**src/rtl/htfd_pkg.sv**
```systemverilog
// Shared types, constants and the CRC-8 byte step for the humidity/temperature
// frame decoder. Depends on nothing; all rtl files but htfd_if take names from here.
package htfd_pkg;

  localparam logic [7:0] CrcPoly = 8'h31;
  localparam logic [7:0] CrcInit = 8'hFF;

  localparam logic [14:0] TempSpan = 15'd17500;
  localparam logic [14:0] HumSpan  = 15'd10000;
  localparam logic [16:0] DivK     = 17'd65535;
  localparam logic signed [15:0] TempOffset = 16'sd4500;

  localparam int unsigned CfgIdxW  = 2;
  localparam int unsigned CfgDataW = 15;

  localparam logic [CfgIdxW-1:0] RegMinTemp = 2'd0;
  localparam logic [CfgIdxW-1:0] RegMaxTemp = 2'd1;
  localparam logic [CfgIdxW-1:0] RegMinHum  = 2'd2;
  localparam logic [CfgIdxW-1:0] RegMaxHum  = 2'd3;

  localparam logic signed [14:0] MinTempRst = -15'sd4000;
  localparam logic signed [14:0] MaxTempRst = 15'sd12500;
  localparam logic [13:0]        MinHumRst  = 14'd0;
  localparam logic [13:0]        MaxHumRst  = 14'd10000;

  localparam logic [13:0] HumMax = 14'd10000;

  typedef enum logic [2:0] {
    StOk        = 3'd0,
    StTempCrc   = 3'd1,
    StHumCrc    = 3'd2,
    StTempRange = 3'd3,
    StHumRange  = 3'd4
  } status_e;

  typedef struct packed {
    logic [15:0] t_raw;
    logic [15:0] h_raw;
    logic        t_good;
    logic        h_good;
  } frame_t;

  function automatic logic [7:0] crc8_byte(input logic [7:0] crc, input logic [7:0] b);
    logic [7:0] c;
    c = crc ^ b;
    for (int i = 0; i < 8; i++) begin
      c = c[7] ? ((c << 1) ^ CrcPoly) : (c << 1);
    end
    return c;
  endfunction

endpackage

```
**src/rtl/htfd_if.sv**
```systemverilog
// Valid/ready channel interfaces for frame bytes in and decoded results out.
// Depends on nothing.
interface htfd_in_if;
  logic       valid;
  logic       ready;
  logic [7:0] data_byte;
  logic       frame_start;

  modport source (output valid, output data_byte, output frame_start, input ready);
  modport sink   (input valid, input data_byte, input frame_start, output ready);
endinterface

interface htfd_out_if;
  logic               valid;
  logic               ready;
  logic signed [14:0] temperature_centi;
  logic [13:0]        humidity_centi;
  logic [15:0]        temperature_raw;
  logic [15:0]        humidity_raw;
  logic [2:0]         status;

  modport source (output valid, output temperature_centi, output humidity_centi,
                  output temperature_raw, output humidity_raw, output status,
                  input ready);
  modport sink   (input valid, input temperature_centi, input humidity_centi,
                  input temperature_raw, input humidity_raw, input status,
                  output ready);
endinterface

```
**src/rtl/htfd_front.sv**
```systemverilog
// Front end: tracks byte position, runs CRC-8 and assembles raw words; emits one
// frame record per sixth byte. Depends on htfd_pkg and htfd_if.
module htfd_front (
  input  logic                clk_i,
  input  logic                rst_ni,
  htfd_in_if.sink             in_ch,
  input  logic                full_i,
  output logic                push_o,
  output htfd_pkg::frame_t    frame_o
);

  localparam logic [2:0] PosTempMsb = 3'd0;
  localparam logic [2:0] PosTempLsb = 3'd1;
  localparam logic [2:0] PosTempCrc = 3'd2;
  localparam logic [2:0] PosHumMsb  = 3'd3;
  localparam logic [2:0] PosHumLsb  = 3'd4;
  localparam logic [2:0] PosHumCrc  = 3'd5;

  logic [2:0]  pos_q, pos_d, pos;
  logic [7:0]  crc_q, crc_d;
  logic [15:0] t_word_q, t_word_d;
  logic [15:0] h_word_q, h_word_d;
  logic        t_good_q, t_good_d;
  logic        accept;
  logic [7:0]  b;

  assign in_ch.ready = ~full_i;
  assign accept      = in_ch.valid & in_ch.ready;
  assign b           = in_ch.data_byte;

  always_comb begin
    pos = in_ch.frame_start ? PosTempMsb : pos_q;
    if (pos > PosHumCrc) begin
      pos = PosTempMsb;
    end
    pos_d    = pos_q;
    crc_d    = crc_q;
    t_word_d = t_word_q;
    h_word_d = h_word_q;
    t_good_d = t_good_q;
    push_o   = 1'b0;
    if (accept) begin
      unique case (pos)
        PosTempMsb: begin
          crc_d    = htfd_pkg::crc8_byte(htfd_pkg::CrcInit, b);
          t_word_d = {b, t_word_q[7:0]};
          pos_d    = PosTempLsb;
        end
        PosTempLsb: begin
          crc_d    = htfd_pkg::crc8_byte(crc_q, b);
          t_word_d = {t_word_q[15:8], b};
          pos_d    = PosTempCrc;
        end
        PosTempCrc: begin
          t_good_d = (crc_q == b);
          crc_d    = htfd_pkg::CrcInit;
          pos_d    = PosHumMsb;
        end
        PosHumMsb: begin
          crc_d    = htfd_pkg::crc8_byte(htfd_pkg::CrcInit, b);
          h_word_d = {b, h_word_q[7:0]};
          pos_d    = PosHumLsb;
        end
        PosHumLsb: begin
          crc_d    = htfd_pkg::crc8_byte(crc_q, b);
          h_word_d = {h_word_q[15:8], b};
          pos_d    = PosHumCrc;
        end
        default: begin
          crc_d  = htfd_pkg::CrcInit;
          pos_d  = PosTempMsb;
          push_o = 1'b1;
        end
      endcase
    end
  end

  always_comb begin
    frame_o.t_raw  = t_word_q;
    frame_o.h_raw  = h_word_q;
    frame_o.t_good = t_good_q;
    frame_o.h_good = (crc_q == b);
  end

  always_ff @(posedge clk_i or negedge rst_ni) begin
    if (!rst_ni) begin
      pos_q    <= PosTempMsb;
      crc_q    <= htfd_pkg::CrcInit;
      t_word_q <= '0;
      h_word_q <= '0;
      t_good_q <= 1'b0;
    end else begin
      pos_q    <= pos_d;
      crc_q    <= crc_d;
      t_word_q <= t_word_d;
      h_word_q <= h_word_d;
      t_good_q <= t_good_d;
    end
  end

endmodule

```
**src/rtl/htfd_fifo.sv**
```systemverilog
// Two-entry frame queue between front and back ends.
// Depends on htfd_pkg.
module htfd_fifo (
  input  logic             clk_i,
  input  logic             rst_ni,
  input  logic             push_i,
  input  htfd_pkg::frame_t data_i,
  output logic             full_o,
  input  logic             pop_i,
  output logic             empty_o,
  output htfd_pkg::frame_t data_o
);

  htfd_pkg::frame_t mem_q [2];
  logic             wr_ptr_q, rd_ptr_q;
  logic [1:0]       count_q;
  logic             do_push, do_pop;

  assign full_o  = count_q[1];
  assign empty_o = (count_q == 2'd0);
  assign do_push = push_i & ~full_o;
  assign do_pop  = pop_i & ~empty_o;
  assign data_o  = mem_q[rd_ptr_q];

  always_ff @(posedge clk_i) begin
    if (do_push) begin
      mem_q[wr_ptr_q] <= data_i;
    end
  end

  always_ff @(posedge clk_i or negedge rst_ni) begin
    if (!rst_ni) begin
      wr_ptr_q <= 1'b0;
      rd_ptr_q <= 1'b0;
      count_q  <= 2'd0;
    end else begin
      if (do_push) begin
        wr_ptr_q <= ~wr_ptr_q;
      end
      if (do_pop) begin
        rd_ptr_q <= ~rd_ptr_q;
      end
      count_q <= count_q + {1'b0, do_push} - {1'b0, do_pop};
    end
  end

endmodule

```
**src/rtl/htfd_back.sv**
```systemverilog
// Back end: scales raw words, divides by 65535, checks limits and holds the result
// in the output register. Holds the limit registers. Depends on htfd_pkg and htfd_if.
module htfd_back (
  input  logic                             clk_i,
  input  logic                             rst_ni,
  input  logic                             empty_i,
  input  htfd_pkg::frame_t                 frame_i,
  output logic                             pop_o,
  input  logic                             cfg_we_i,
  input  logic [htfd_pkg::CfgIdxW-1:0]     cfg_idx_i,
  input  logic [htfd_pkg::CfgDataW-1:0]    cfg_wdata_i,
  htfd_out_if.source                       out_ch
);

  // floor(x / 65535) for x below 65535 * 2^15
  function automatic logic [14:0] div_k(input logic [30:0] x);
    logic [16:0] rem;
    rem = {1'b0, x[15:0]} + {2'b00, x[30:16]};
    return (rem >= htfd_pkg::DivK) ? (x[30:16] + 15'd1) : x[30:16];
  endfunction

  logic signed [14:0] min_t_q, max_t_q;
  logic [13:0]        min_h_q, max_h_q;

  logic               en;
  logic               v1_q, v2_q, v3_q;
  logic [30:0]        t_prod_q;
  logic [29:0]        h_prod_q;
  htfd_pkg::frame_t   f1_q, f2_q;
  logic [14:0]        t_quo_q;
  logic [13:0]        h_quo_q;
  logic signed [15:0] t_wide;
  logic signed [14:0] t_centi;
  htfd_pkg::status_e  status_d, status_q;
  logic signed [14:0] t_out_q;
  logic [13:0]        h_out_q;
  logic [15:0]        t_raw_q, h_raw_q;
  logic [14:0]        h_quo_w;

  assign en    = ~v3_q | out_ch.ready;
  assign pop_o = en & ~empty_i;

  assign h_quo_w = div_k({1'b0, h_prod_q});
  assign t_wide  = $signed({1'b0, t_quo_q}) - htfd_pkg::TempOffset;
  assign t_centi = t_wide[14:0];

  always_comb begin
    if (!f2_q.t_good) begin
      status_d = htfd_pkg::StTempCrc;
    end else if (!f2_q.h_good) begin
      status_d = htfd_pkg::StHumCrc;
    end else if (t_centi < min_t_q || t_centi > max_t_q) begin
      status_d = htfd_pkg::StTempRange;
    end else if (h_quo_q < min_h_q || h_quo_q > max_h_q) begin
      status_d = htfd_pkg::StHumRange;
    end else begin
      status_d = htfd_pkg::StOk;
    end
  end

  always_ff @(posedge clk_i or negedge rst_ni) begin
    if (!rst_ni) begin
      min_t_q <= htfd_pkg::MinTempRst;
      max_t_q <= htfd_pkg::MaxTempRst;
      min_h_q <= htfd_pkg::MinHumRst;
      max_h_q <= htfd_pkg::MaxHumRst;
    end else if (cfg_we_i) begin
      unique case (cfg_idx_i)
        htfd_pkg::RegMinTemp: min_t_q <= $signed(cfg_wdata_i);
        htfd_pkg::RegMaxTemp: max_t_q <= $signed(cfg_wdata_i);
        htfd_pkg::RegMinHum:  min_h_q <= cfg_wdata_i[13:0];
        htfd_pkg::RegMaxHum:  max_h_q <= cfg_wdata_i[13:0];
        default: ;
      endcase
    end
  end

  always_ff @(posedge clk_i or negedge rst_ni) begin
    if (!rst_ni) begin
      v1_q <= 1'b0;
      v2_q <= 1'b0;
      v3_q <= 1'b0;
    end else if (en) begin
      v1_q <= ~empty_i;
      v2_q <= v1_q;
      v3_q <= v2_q;
    end
  end

  always_ff @(posedge clk_i) begin
    if (en) begin
      t_prod_q <= {16'd0, htfd_pkg::TempSpan} * {15'd0, frame_i.t_raw};
      h_prod_q <= 30'({16'd0, htfd_pkg::HumSpan} * {15'd0, frame_i.h_raw});
      f1_q     <= frame_i;
      t_quo_q  <= div_k(t_prod_q);
      h_quo_q  <= h_quo_w[13:0];
      f2_q     <= f1_q;
      t_out_q  <= t_centi;
      h_out_q  <= h_quo_q;
      t_raw_q  <= f2_q.t_raw;
      h_raw_q  <= f2_q.h_raw;
      status_q <= status_d;
    end
  end

  assign out_ch.valid             = v3_q;
  assign out_ch.temperature_centi = t_out_q;
  assign out_ch.humidity_centi    = h_out_q;
  assign out_ch.temperature_raw   = t_raw_q;
  assign out_ch.humidity_raw      = h_raw_q;
  assign out_ch.status            = status_q;

endmodule

```
**src/rtl/humidity_temp_frame_decoder_core.sv**
```systemverilog
// Top level of the humidity/temperature frame decoder: front end, frame queue and
// back end. Depends on htfd_pkg, htfd_if, htfd_front, htfd_fifo and htfd_back.
//
//   channel  direction  carries
//   in_ch    sink       data_byte, frame_start (one frame byte per transfer)
//   out_ch   source     converted and raw words, status (one per frame)
//   cfg      write      cfg_we_i, cfg_idx_i, cfg_wdata_i (limit registers)
//
// One byte per cycle is taken while the queue is not full; the CRC byte step sits
// in the front end. Each frame is queued, then registered through the back end.
// Back end is a three-stage pipeline (multiply, divide by 65535, limit check) that
// stalls as a whole on out_ch.ready; the two-entry queue absorbs it, and in_ch.ready
// falls only while the queue is full.
// Reset: asynchronous, active low; limits return to their defaults, position to byte 0.
module humidity_temp_frame_decoder_core (
  input  logic                          clk_i,
  input  logic                          rst_ni,
  htfd_in_if.sink                       in_ch,
  htfd_out_if.source                    out_ch,
  input  logic                          cfg_we_i,
  input  logic [htfd_pkg::CfgIdxW-1:0]  cfg_idx_i,
  input  logic [htfd_pkg::CfgDataW-1:0] cfg_wdata_i
);

  logic             push, full, pop, empty;
  htfd_pkg::frame_t frame_in, frame_out;

  htfd_front u_front (
    .clk_i   (clk_i),
    .rst_ni  (rst_ni),
    .in_ch   (in_ch),
    .full_i  (full),
    .push_o  (push),
    .frame_o (frame_in)
  );

  htfd_fifo u_fifo (
    .clk_i   (clk_i),
    .rst_ni  (rst_ni),
    .push_i  (push),
    .data_i  (frame_in),
    .full_o  (full),
    .pop_i   (pop),
    .empty_o (empty),
    .data_o  (frame_out)
  );

  htfd_back u_back (
    .clk_i       (clk_i),
    .rst_ni      (rst_ni),
    .empty_i     (empty),
    .frame_i     (frame_out),
    .pop_o       (pop),
    .cfg_we_i    (cfg_we_i),
    .cfg_idx_i   (cfg_idx_i),
    .cfg_wdata_i (cfg_wdata_i),
    .out_ch      (out_ch)
  );

  a_no_overflow : assert property (@(posedge clk_i) disable iff (!rst_ni)
    push |-> !full)
    else $error("frame pushed into full queue");

  a_hum_bound : assert property (@(posedge clk_i) disable iff (!rst_ni)
    out_ch.valid |-> (out_ch.humidity_centi <= htfd_pkg::HumMax))
    else $error("humidity result out of bounds");

  a_out_hold : assert property (@(posedge clk_i) disable iff (!rst_ni)
    (out_ch.valid && !out_ch.ready) |=>
      (out_ch.valid && $stable(out_ch.temperature_raw) &&
       $stable(out_ch.humidity_raw) && $stable(out_ch.status)))
    else $error("held result dropped or changed");

endmodule

```
**src/flat_wrapper.sv**
```systemverilog
// flat-port wrapper written by rule: the top's interface ports become plain ports
module humidity_temp_frame_decoder_core_flat 
  (clk_i, rst_ni, cfg_we_i, cfg_idx_i, cfg_wdata_i, in_ch_valid, in_ch_data_byte, in_ch_frame_start, in_ch_ready, out_ch_valid, out_ch_temperature_centi, out_ch_humidity_centi, out_ch_temperature_raw, out_ch_humidity_raw, out_ch_status, out_ch_ready);
  htfd_in_if in_ch_i ();
  htfd_out_if out_ch_i ();
  input  logic clk_i;
  input  logic rst_ni;
  input  logic cfg_we_i;
  input  logic [htfd_pkg::CfgIdxW-1:0] cfg_idx_i;
  input  logic [htfd_pkg::CfgDataW-1:0] cfg_wdata_i;
  input wire logic [$bits(in_ch_i.valid)-1:0] in_ch_valid;
  input wire logic [$bits(in_ch_i.data_byte)-1:0] in_ch_data_byte;
  input wire logic [$bits(in_ch_i.frame_start)-1:0] in_ch_frame_start;
  output wire logic [$bits(in_ch_i.ready)-1:0] in_ch_ready;
  output wire logic [$bits(out_ch_i.valid)-1:0] out_ch_valid;
  output wire logic [$bits(out_ch_i.temperature_centi)-1:0] out_ch_temperature_centi;
  output wire logic [$bits(out_ch_i.humidity_centi)-1:0] out_ch_humidity_centi;
  output wire logic [$bits(out_ch_i.temperature_raw)-1:0] out_ch_temperature_raw;
  output wire logic [$bits(out_ch_i.humidity_raw)-1:0] out_ch_humidity_raw;
  output wire logic [$bits(out_ch_i.status)-1:0] out_ch_status;
  input wire logic [$bits(out_ch_i.ready)-1:0] out_ch_ready;
  assign in_ch_i.valid = in_ch_valid;
  assign in_ch_i.data_byte = in_ch_data_byte;
  assign in_ch_i.frame_start = in_ch_frame_start;
  assign in_ch_ready = in_ch_i.ready;
  assign out_ch_valid = out_ch_i.valid;
  assign out_ch_temperature_centi = out_ch_i.temperature_centi;
  assign out_ch_humidity_centi = out_ch_i.humidity_centi;
  assign out_ch_temperature_raw = out_ch_i.temperature_raw;
  assign out_ch_humidity_raw = out_ch_i.humidity_raw;
  assign out_ch_status = out_ch_i.status;
  assign out_ch_i.ready = out_ch_ready;
  humidity_temp_frame_decoder_core u_core (.clk_i(clk_i), .rst_ni(rst_ni), .in_ch(in_ch_i), .out_ch(out_ch_i), .cfg_we_i(cfg_we_i), .cfg_idx_i(cfg_idx_i), .cfg_wdata_i(cfg_wdata_i));
endmodule
```
**config.mk**
```make
export PLATFORM = sky130hd
export DESIGN_NAME = humidity_temp_frame_decoder_core_flat
export DESIGN_NICKNAME = d
export VERILOG_FILES = /design/src/rtl/htfd_pkg.sv /design/src/rtl/htfd_if.sv /design/src/rtl/htfd_front.sv /design/src/rtl/htfd_fifo.sv /design/src/rtl/htfd_back.sv /design/src/rtl/humidity_temp_frame_decoder_core.sv /design/src/flat_wrapper.sv
export SDC_FILE = /design/constraint.sdc
export NUM_CORES = 1
export LEC_CHECK = 0
export BUFFER_PORTS_ARGS = -buffer_cell sky130_fd_sc_hd__buf_2
export CORE_ASPECT_RATIO = 1.4
export CORE_MARGIN = 1.5
export CORE_UTILIZATION = 50
export CTS_BUF_LIST = sky130_fd_sc_hd__clkbuf_4 sky130_fd_sc_hd__clkbuf_8
export DETAILED_ROUTE_END_ITERATION = 7
export PLACE_DENSITY = 0.69
export REMOVE_ABC_BUFFERS = 1
export SLEW_MARGIN = 20
export SYNTH_ARGS = -nofsm -noshare
export SYNTH_HDL_FRONTEND = slang
export SYNTH_SLANG_ARGS = --single-unit
```
**constraint.sdc**
```tcl
create_clock -name clk_i -period 5.4 [get_ports clk_i]
set_clock_uncertainty 0.2 [all_clocks]
set_input_delay 0.54 -clock clk_i [delete_from_list [all_inputs] [get_ports clk_i]]
set_output_delay 0.54 -clock clk_i [all_outputs]
set_load 0.02 [all_outputs]
```
### Word level (Yosys, flattened, before mapping)

Memory sizes are Yosys's and may differ from the RTL's.
Cells that the tools add are included.

* RAM bits: 68
* input port bits: 31
* memories: 1
* bits in registers: 325
* output and inout port bits: 66
* word-level logic and storage cells: 143

Memory list
* u_core.u_fifo.mem_q: depth 2, bits a word 34, read ports 1, clocked after Yosys merged registers in 0, write ports 1, line htfd_fifo.sv:14 `htfd_pkg::frame_t mem_q [2];`

* multiply operators: 2
* reductions and logical operators: 18
* multiplexer cells: 31
* add/subtract/negate cells: 7
* equal/unequal tests: 8
* bitwise logic cells: 34
* magnitude comparators: 7

Operators with widths (number)
* $mux 6: 16
* $pmux 16 s2: 2
* $not 3->3: 16
* $ge 17x16->1 const B: 2
* $mul 13x16->29 const A: 1
* $mul 10x16->26 const A: 1
* $add 16x14->17: 1
* $add 16x15->17: 1
* $pmux 8 s2: 1
* $add 15x1->15 const B: 1
* $gt 15x15->1: 1
* $lt 15x15->1: 1
* $mux 15: 1
* $pmux 3 s5: 1
* $sub 15x13->15 const B: 1
* $add 14x1->14 const B: 1
* $gt 14x14->1: 1
* $lt 14x14->1: 1
* $mux 14: 1
* $reduce_and 3->1: 4
* $not 1->1: 11
* $reduce_and 2->1: 5
* $mux 3: 3
* $eq 8x8->1: 1
* other kinds (20): 32

### Longest topological paths before layout

* word-level depth: 18
* depth in mapped cells: 22
* gate-level depth less buffers: 20

### Hierarchy

Synthesis repeated with hierarchy kept, for this count alone.

* cell total of the unflattened synthesis: 1732
* area, all modules: 22446.5 µm²

By module, submodules not included
* htfd_back: sequential area each 7882.6 µm², instances 1, cells each 1417, area an instance 17375.4 µm²
* htfd_fifo: sequential area each 2142.1 µm², instances 1, cells each 123, area an instance 2797.7 µm²
* htfd_front: sequential area each 1111.1 µm², instances 1, cells each 192, area an instance 2273.4 µm²

### Worst setup path after synthesis

Ideal clock, no wire load.

* path kind: register to register
* from: reg u_core.u_fifo.rd_ptr_q
* to: reg u_core.u_back.t_prod_q[27] (data pin)
* slack: -0.630 ns
* required time: 4.934 ns
* arrival: 5.564 ns
* stages on the path, launching flop included: 23
* clock period less this slack: 6.030 ns
* library setup time: 0.266 ns
* buffers on the path: 2
* path through: dfrtp_1 clkbuf_1 buf_1 mux2i_1 inv_1 ha_1 inv_1 fa_1 inv_1 ha_1 fa_1 inv_1 fa_1 inv_1 ha_1 and2_1 o2111a_1 a221o_1 a21oi_1 o221a_2 o31a_1 a21boi_0 xor2_1

RTL lines
* from (decl): line htfd_fifo.sv:15 `logic wr_ptr_q, rd_ptr_q;`
* from (signal assigned): line htfd_fifo.sv:41 `rd_ptr_q <= ~rd_ptr_q;`
* to (signal assigned): line htfd_back.sv:92 `t_prod_q <= {16'd0, htfd_pkg::TempSpan} * {15'd0, frame_i.t_raw};`
* to (decl): line htfd_back.sv:27 `logic [30:0] t_prod_q;`

### Worst setup path in the final report

* from: reg u_core.u_fifo.rd_ptr_q
* to: reg u_core.u_back.h_prod_q[22] (data pin)

* word-level cells in the longest chain between the ends: 2

Ends and longest elaborated chain
* $mem_v2 2x34
* $mul 10x16->26: line htfd_back.sv:93 `h_prod_q <= 30'({16'd0, htfd_pkg::HumSpan} * {15'd0, frame_i.h_raw});`
* to (signal assigned): line htfd_back.sv:93
* to (decl): line htfd_back.sv:28 `logic [29:0] h_prod_q;`

No other way between the ends.
A chain may end at the register's enable or synchronous reset.

==> run metrics <==
result of the run=finished, violations left; violated checks=negative setup slack; simple logic cell fraction of the synthesized area=5.82%; fraction of final layout cells with drive strength greater than 1=26.7%; Final Max Slew Viols=0; count of H-tree levels built during CTS=2; Ports=97; total number of placement rows=91; area growth from synthesis to layout=19.8%; mapped cell area=22400 um^2; path type of the worst min-delay path=input pin to register; mux contribution to synthesized area=5.25%; post-synthesis share of cell area spent on full adders, half adders and majority gates=21.4%; detailed-placement wirelength estimate=33700 um; Layout Nets=2414; number of buffers created by CTS=59; required time at the worst-slack endpoint=5.60 ns; average footprint of a synthesized cell=12.6 um^2; dominant cell type by area after synthesis=edfxtp_1; buffers from clock root to sink, at most=3; Top FF cell, synth=edfxtp_1; number of different library cells in the post-synthesis netlist=70; post-placement worst setup slack=-0.300 ns; WS Path Type=register to register; type of destination of the critical path=register; Tightest Pin Transition=0.948 ns; number of global-route vias before repair=14.6k; Clock Tree Root=clkbuf_8; CP Data Arrival Time=5.61 ns; width of the die=182 um; number of remaining DRC errors=0; Maximum Capacitance Violations=0; reg-to-reg setup timing slack=-0.01 ns; global router's overall resource usage=19.8%; number of antenna violations at the first check in global routing=1; Routed wire per std cell=17.4 um; Antenna Nets Post-Route=0; clock transition at the register clock pins on the worst setup and hold paths after CTS=0.06 ns; dominant combinational cell family by area after synthesis=adder cells; clock network latency to the later pin of the worst-skew pair=0.65 ns; Final setup violation count=1; top-area cell type share of the netlist area=37.5%; Post-Synthesis Cells=1778; largest net degree at the start of global routing=123; type of element launching the critical path=register; share of the synthesized netlist area taken by xor and xnor gates=4.94%; worst slew slack as a fraction of its limit=36.8%; area of the die=46000 um^2; CORE AREA=44100 um^2; TritonCTS sink count=388; Vias per Instance=5.30; async set or reset register ratio after synthesis=28.1%; weighted congestion at the end of routability-driven global placement=0.878; setup repair after global routing missed its margin=true; initial standard-cell utilization of the core=50.7%; Yosys Warn Count=0; via count of the routed design=14.1k; instance count after placement with tap cells included=2506; Pre-Repair DR Iteration Count=4; leading cell types by total area after synthesis=edfxtp_1 (37%), ha_1 (14%), dfrtp_1 (9.5%); count of routing violations after the opening detailed-route iteration=500; DRT Wirelength=46200 um; Post-Route Utilization=60.8%; maximum fanout along the worst path=6; part of the Yosys area used for sequential elements=49.8%; min Tclk post-route=5.41 ns; global-route wire length before repair=72100 um; CTS tree=built; count of buffers inserted at the top-level ports=96; count of non-filler cells in the finished layout=2659; fin crit share=100%; number of enable flip-flop cells after synthesis=279; Hold Fails Final Rpt=0; least setup slack across all paths after layout=-0.0132 ns; Peak Freq=185 MHz; remaining global-route overflow=0; die span in y=253 um; share of the synthesized area in compound gates (AO/OA/AOI/OAI)=7.57%; total of flip-flops plus latches after synthesis=388
## layout make-up
cell class / count / area, um^2
Clock buffer: 82 / 1050
Timing Repair Buffer: 242 / 1720
Tap cell: 558 / 698
Multi-Input combinational cell: 1083 / 10900
Antenna cell: 1 / 2.50
Fill cell: 3377 / 17300
Inverter: 275 / 1040
Sequential cell: 388 / 11100
Clock inverter: 30 / 277
## cells by family after synthesis
kind of cell               after synthesis
AOI/OAI and AO/OA                      255
buffers and inverters                  307
and+or+nand+nor                        261
muxes                                  107
adders and majority gates              334
DFF                                    388
xor gates and xnor gates               126
## worst paths after layout
kind	startpoint	to	cells past startpoint
max	u_core.u_fifo.rd_ptr_q	u_core.u_back.h_prod_q[22]	21
min	in_ch_data_byte[0]	u_core.u_front.t_word_q[8]	3
max reg2reg	u_core.u_fifo.rd_ptr_q	u_core.u_back.h_prod_q[22]	21
min reg2reg	u_core.u_back.f1_q[21]	u_core.u_back.f2_q[21]	0
max in group asynchronous	rst_ni	u_core.u_back.max_t_q[0]	3
min in group asynchronous	rst_ni	u_core.u_back.min_h_q[0]	2
## repair_timing
action                     CTS  global route
pin swaps                   10            63
hold buffers                16             0
resized for setup           35           120
setup buffers                2            21
gates cloned                 0             1
hold endpoints to repair    86             0
setup endpoints to repair   15            19
## critical path: stages, from the launching register on
cell       delay (ns)
dfrtp_1          0.43
buf_6            0.15
buf_12           0.13
mux2i_1          0.11
buf_4            0.15
fa_1             0.54
inv_1            0.07
ha_4             0.21
fa_1             0.48
ha_1             0.29
inv_1            0.05
fa_1             0.51
inv_1            0.07
ha_4             0.25
buf_4            0.15
a211o_4          0.36
o21ai_4          0.20
a2111oi_4        0.09
buf_4            0.15
or3_4            0.37
a21oi_4          0.13
xnor2_1          0.07
## cells in the final DEF (no fill, tap or decap), types with 7 or more instances in the layout
master / count
xnor2_1: 75
nand3_1: 19
inv_2: 17
edfxtp_1: 279
a21oi_2: 9
xor2_1: 51
clkinv_2: 11
inv_1: 256
o21ai_0: 56
mux2i_1: 9
mux2i_2: 7
buf_4: 118
nand2_1: 68
buf_2: 95
nor2b_1: 12
nand2b_1: 13
nor3_1: 15
ha_4: 32
mux2_2: 76
dlygate4sd3_1: 16
a21oi_1: 53
mux2i_4: 8
clkbuf_8: 69
fa_1: 79
nand4_1: 24
a211oi_1: 12
mux2_4: 7
clkbuf_4: 13
a21o_1: 37
ha_1: 217
nor2_1: 57
a221oi_1: 10
dfrtp_1: 85
dfstp_2: 24
and3_1: 11
## cell usage after synthesis (11+ instances only)
cell type,number
nand3_1,20
a21o_1,37
xnor2_1,75
nand4_1,24
edfxtp_1,279
nor2_1,61
nor3_1,17
fa_1,82
nand2_1,68
nand2b_1,13
clkbuf_1,27
ha_1,252
dfrtp_1,85
xor2_1,51
and3_1,11
inv_1,275
o21ai_0,62
a211oi_1,15
mux2_2,83
a21oi_1,63
mux2i_1,24
nor2b_1,13
dfstp_2,24
## flip-flops by register name, indices dropped and copies added, names as in the netlist, 2 cells and up
| signal | flops |
|---|---|
| u_core.u_fifo.mem_q | 68 |
| u_core.u_back.f1_q | 34 |
| u_core.u_back.f2_q | 34 |
| u_core.u_back.t_prod_q | 28 |
| u_core.u_back.h_prod_q | 22 |
| u_core.u_back.out_ch.humidity_raw | 16 |
| u_core.u_back.out_ch.temperature_raw | 16 |
| u_core.u_front.h_word_q | 16 |
| u_core.u_front.t_word_q | 16 |
| u_core.u_back.max_t_q | 15 |
| u_core.u_back.min_t_q | 15 |
| u_core.u_back.out_ch.temperature_centi | 15 |
| u_core.u_back.t_quo_q | 15 |
| u_core.u_back.h_quo_q | 14 |
| u_core.u_back.max_h_q | 14 |
| u_core.u_back.min_h_q | 14 |
| u_core.u_back.out_ch.humidity_centi | 14 |
| u_core.u_front.crc_q | 8 |
| u_core.u_back.out_ch.status | 3 |
| u_core.u_front.pos_q | 3 |
| u_core.u_fifo.count_q | 2 |
## metal layers
metal | vias to the layer above | share of wire (%) | track usage [%]
li1 | 6820 | - | -
met1 | 6918 | 39 | 21.7
met2 | 254 | 54 | 37.9
met3 | 107 | 3.4 | 2.88
met4 | 0 | 3.3 | 7.93
met5 | - | 0 | 0
## stage by stage
stage | TNS [ns] | hold WS [ns] | area (um^2)
floorplan | -32.97 | 0.0444 | 22200
CTS | -0.136 | 0.0143 | 25900
finish | -0.0132 | 0.0544 | 26800
global placement | -0.683 | 0.201 | 24200
detailed placement | -2.08 | 0.205 | 24200
global route | -1.22 | 0.0298 | 26800
Power is left out: the tool's default activity adds up to more than one toggle a clock period on the data nets, which glitch-free logic cannot reach.
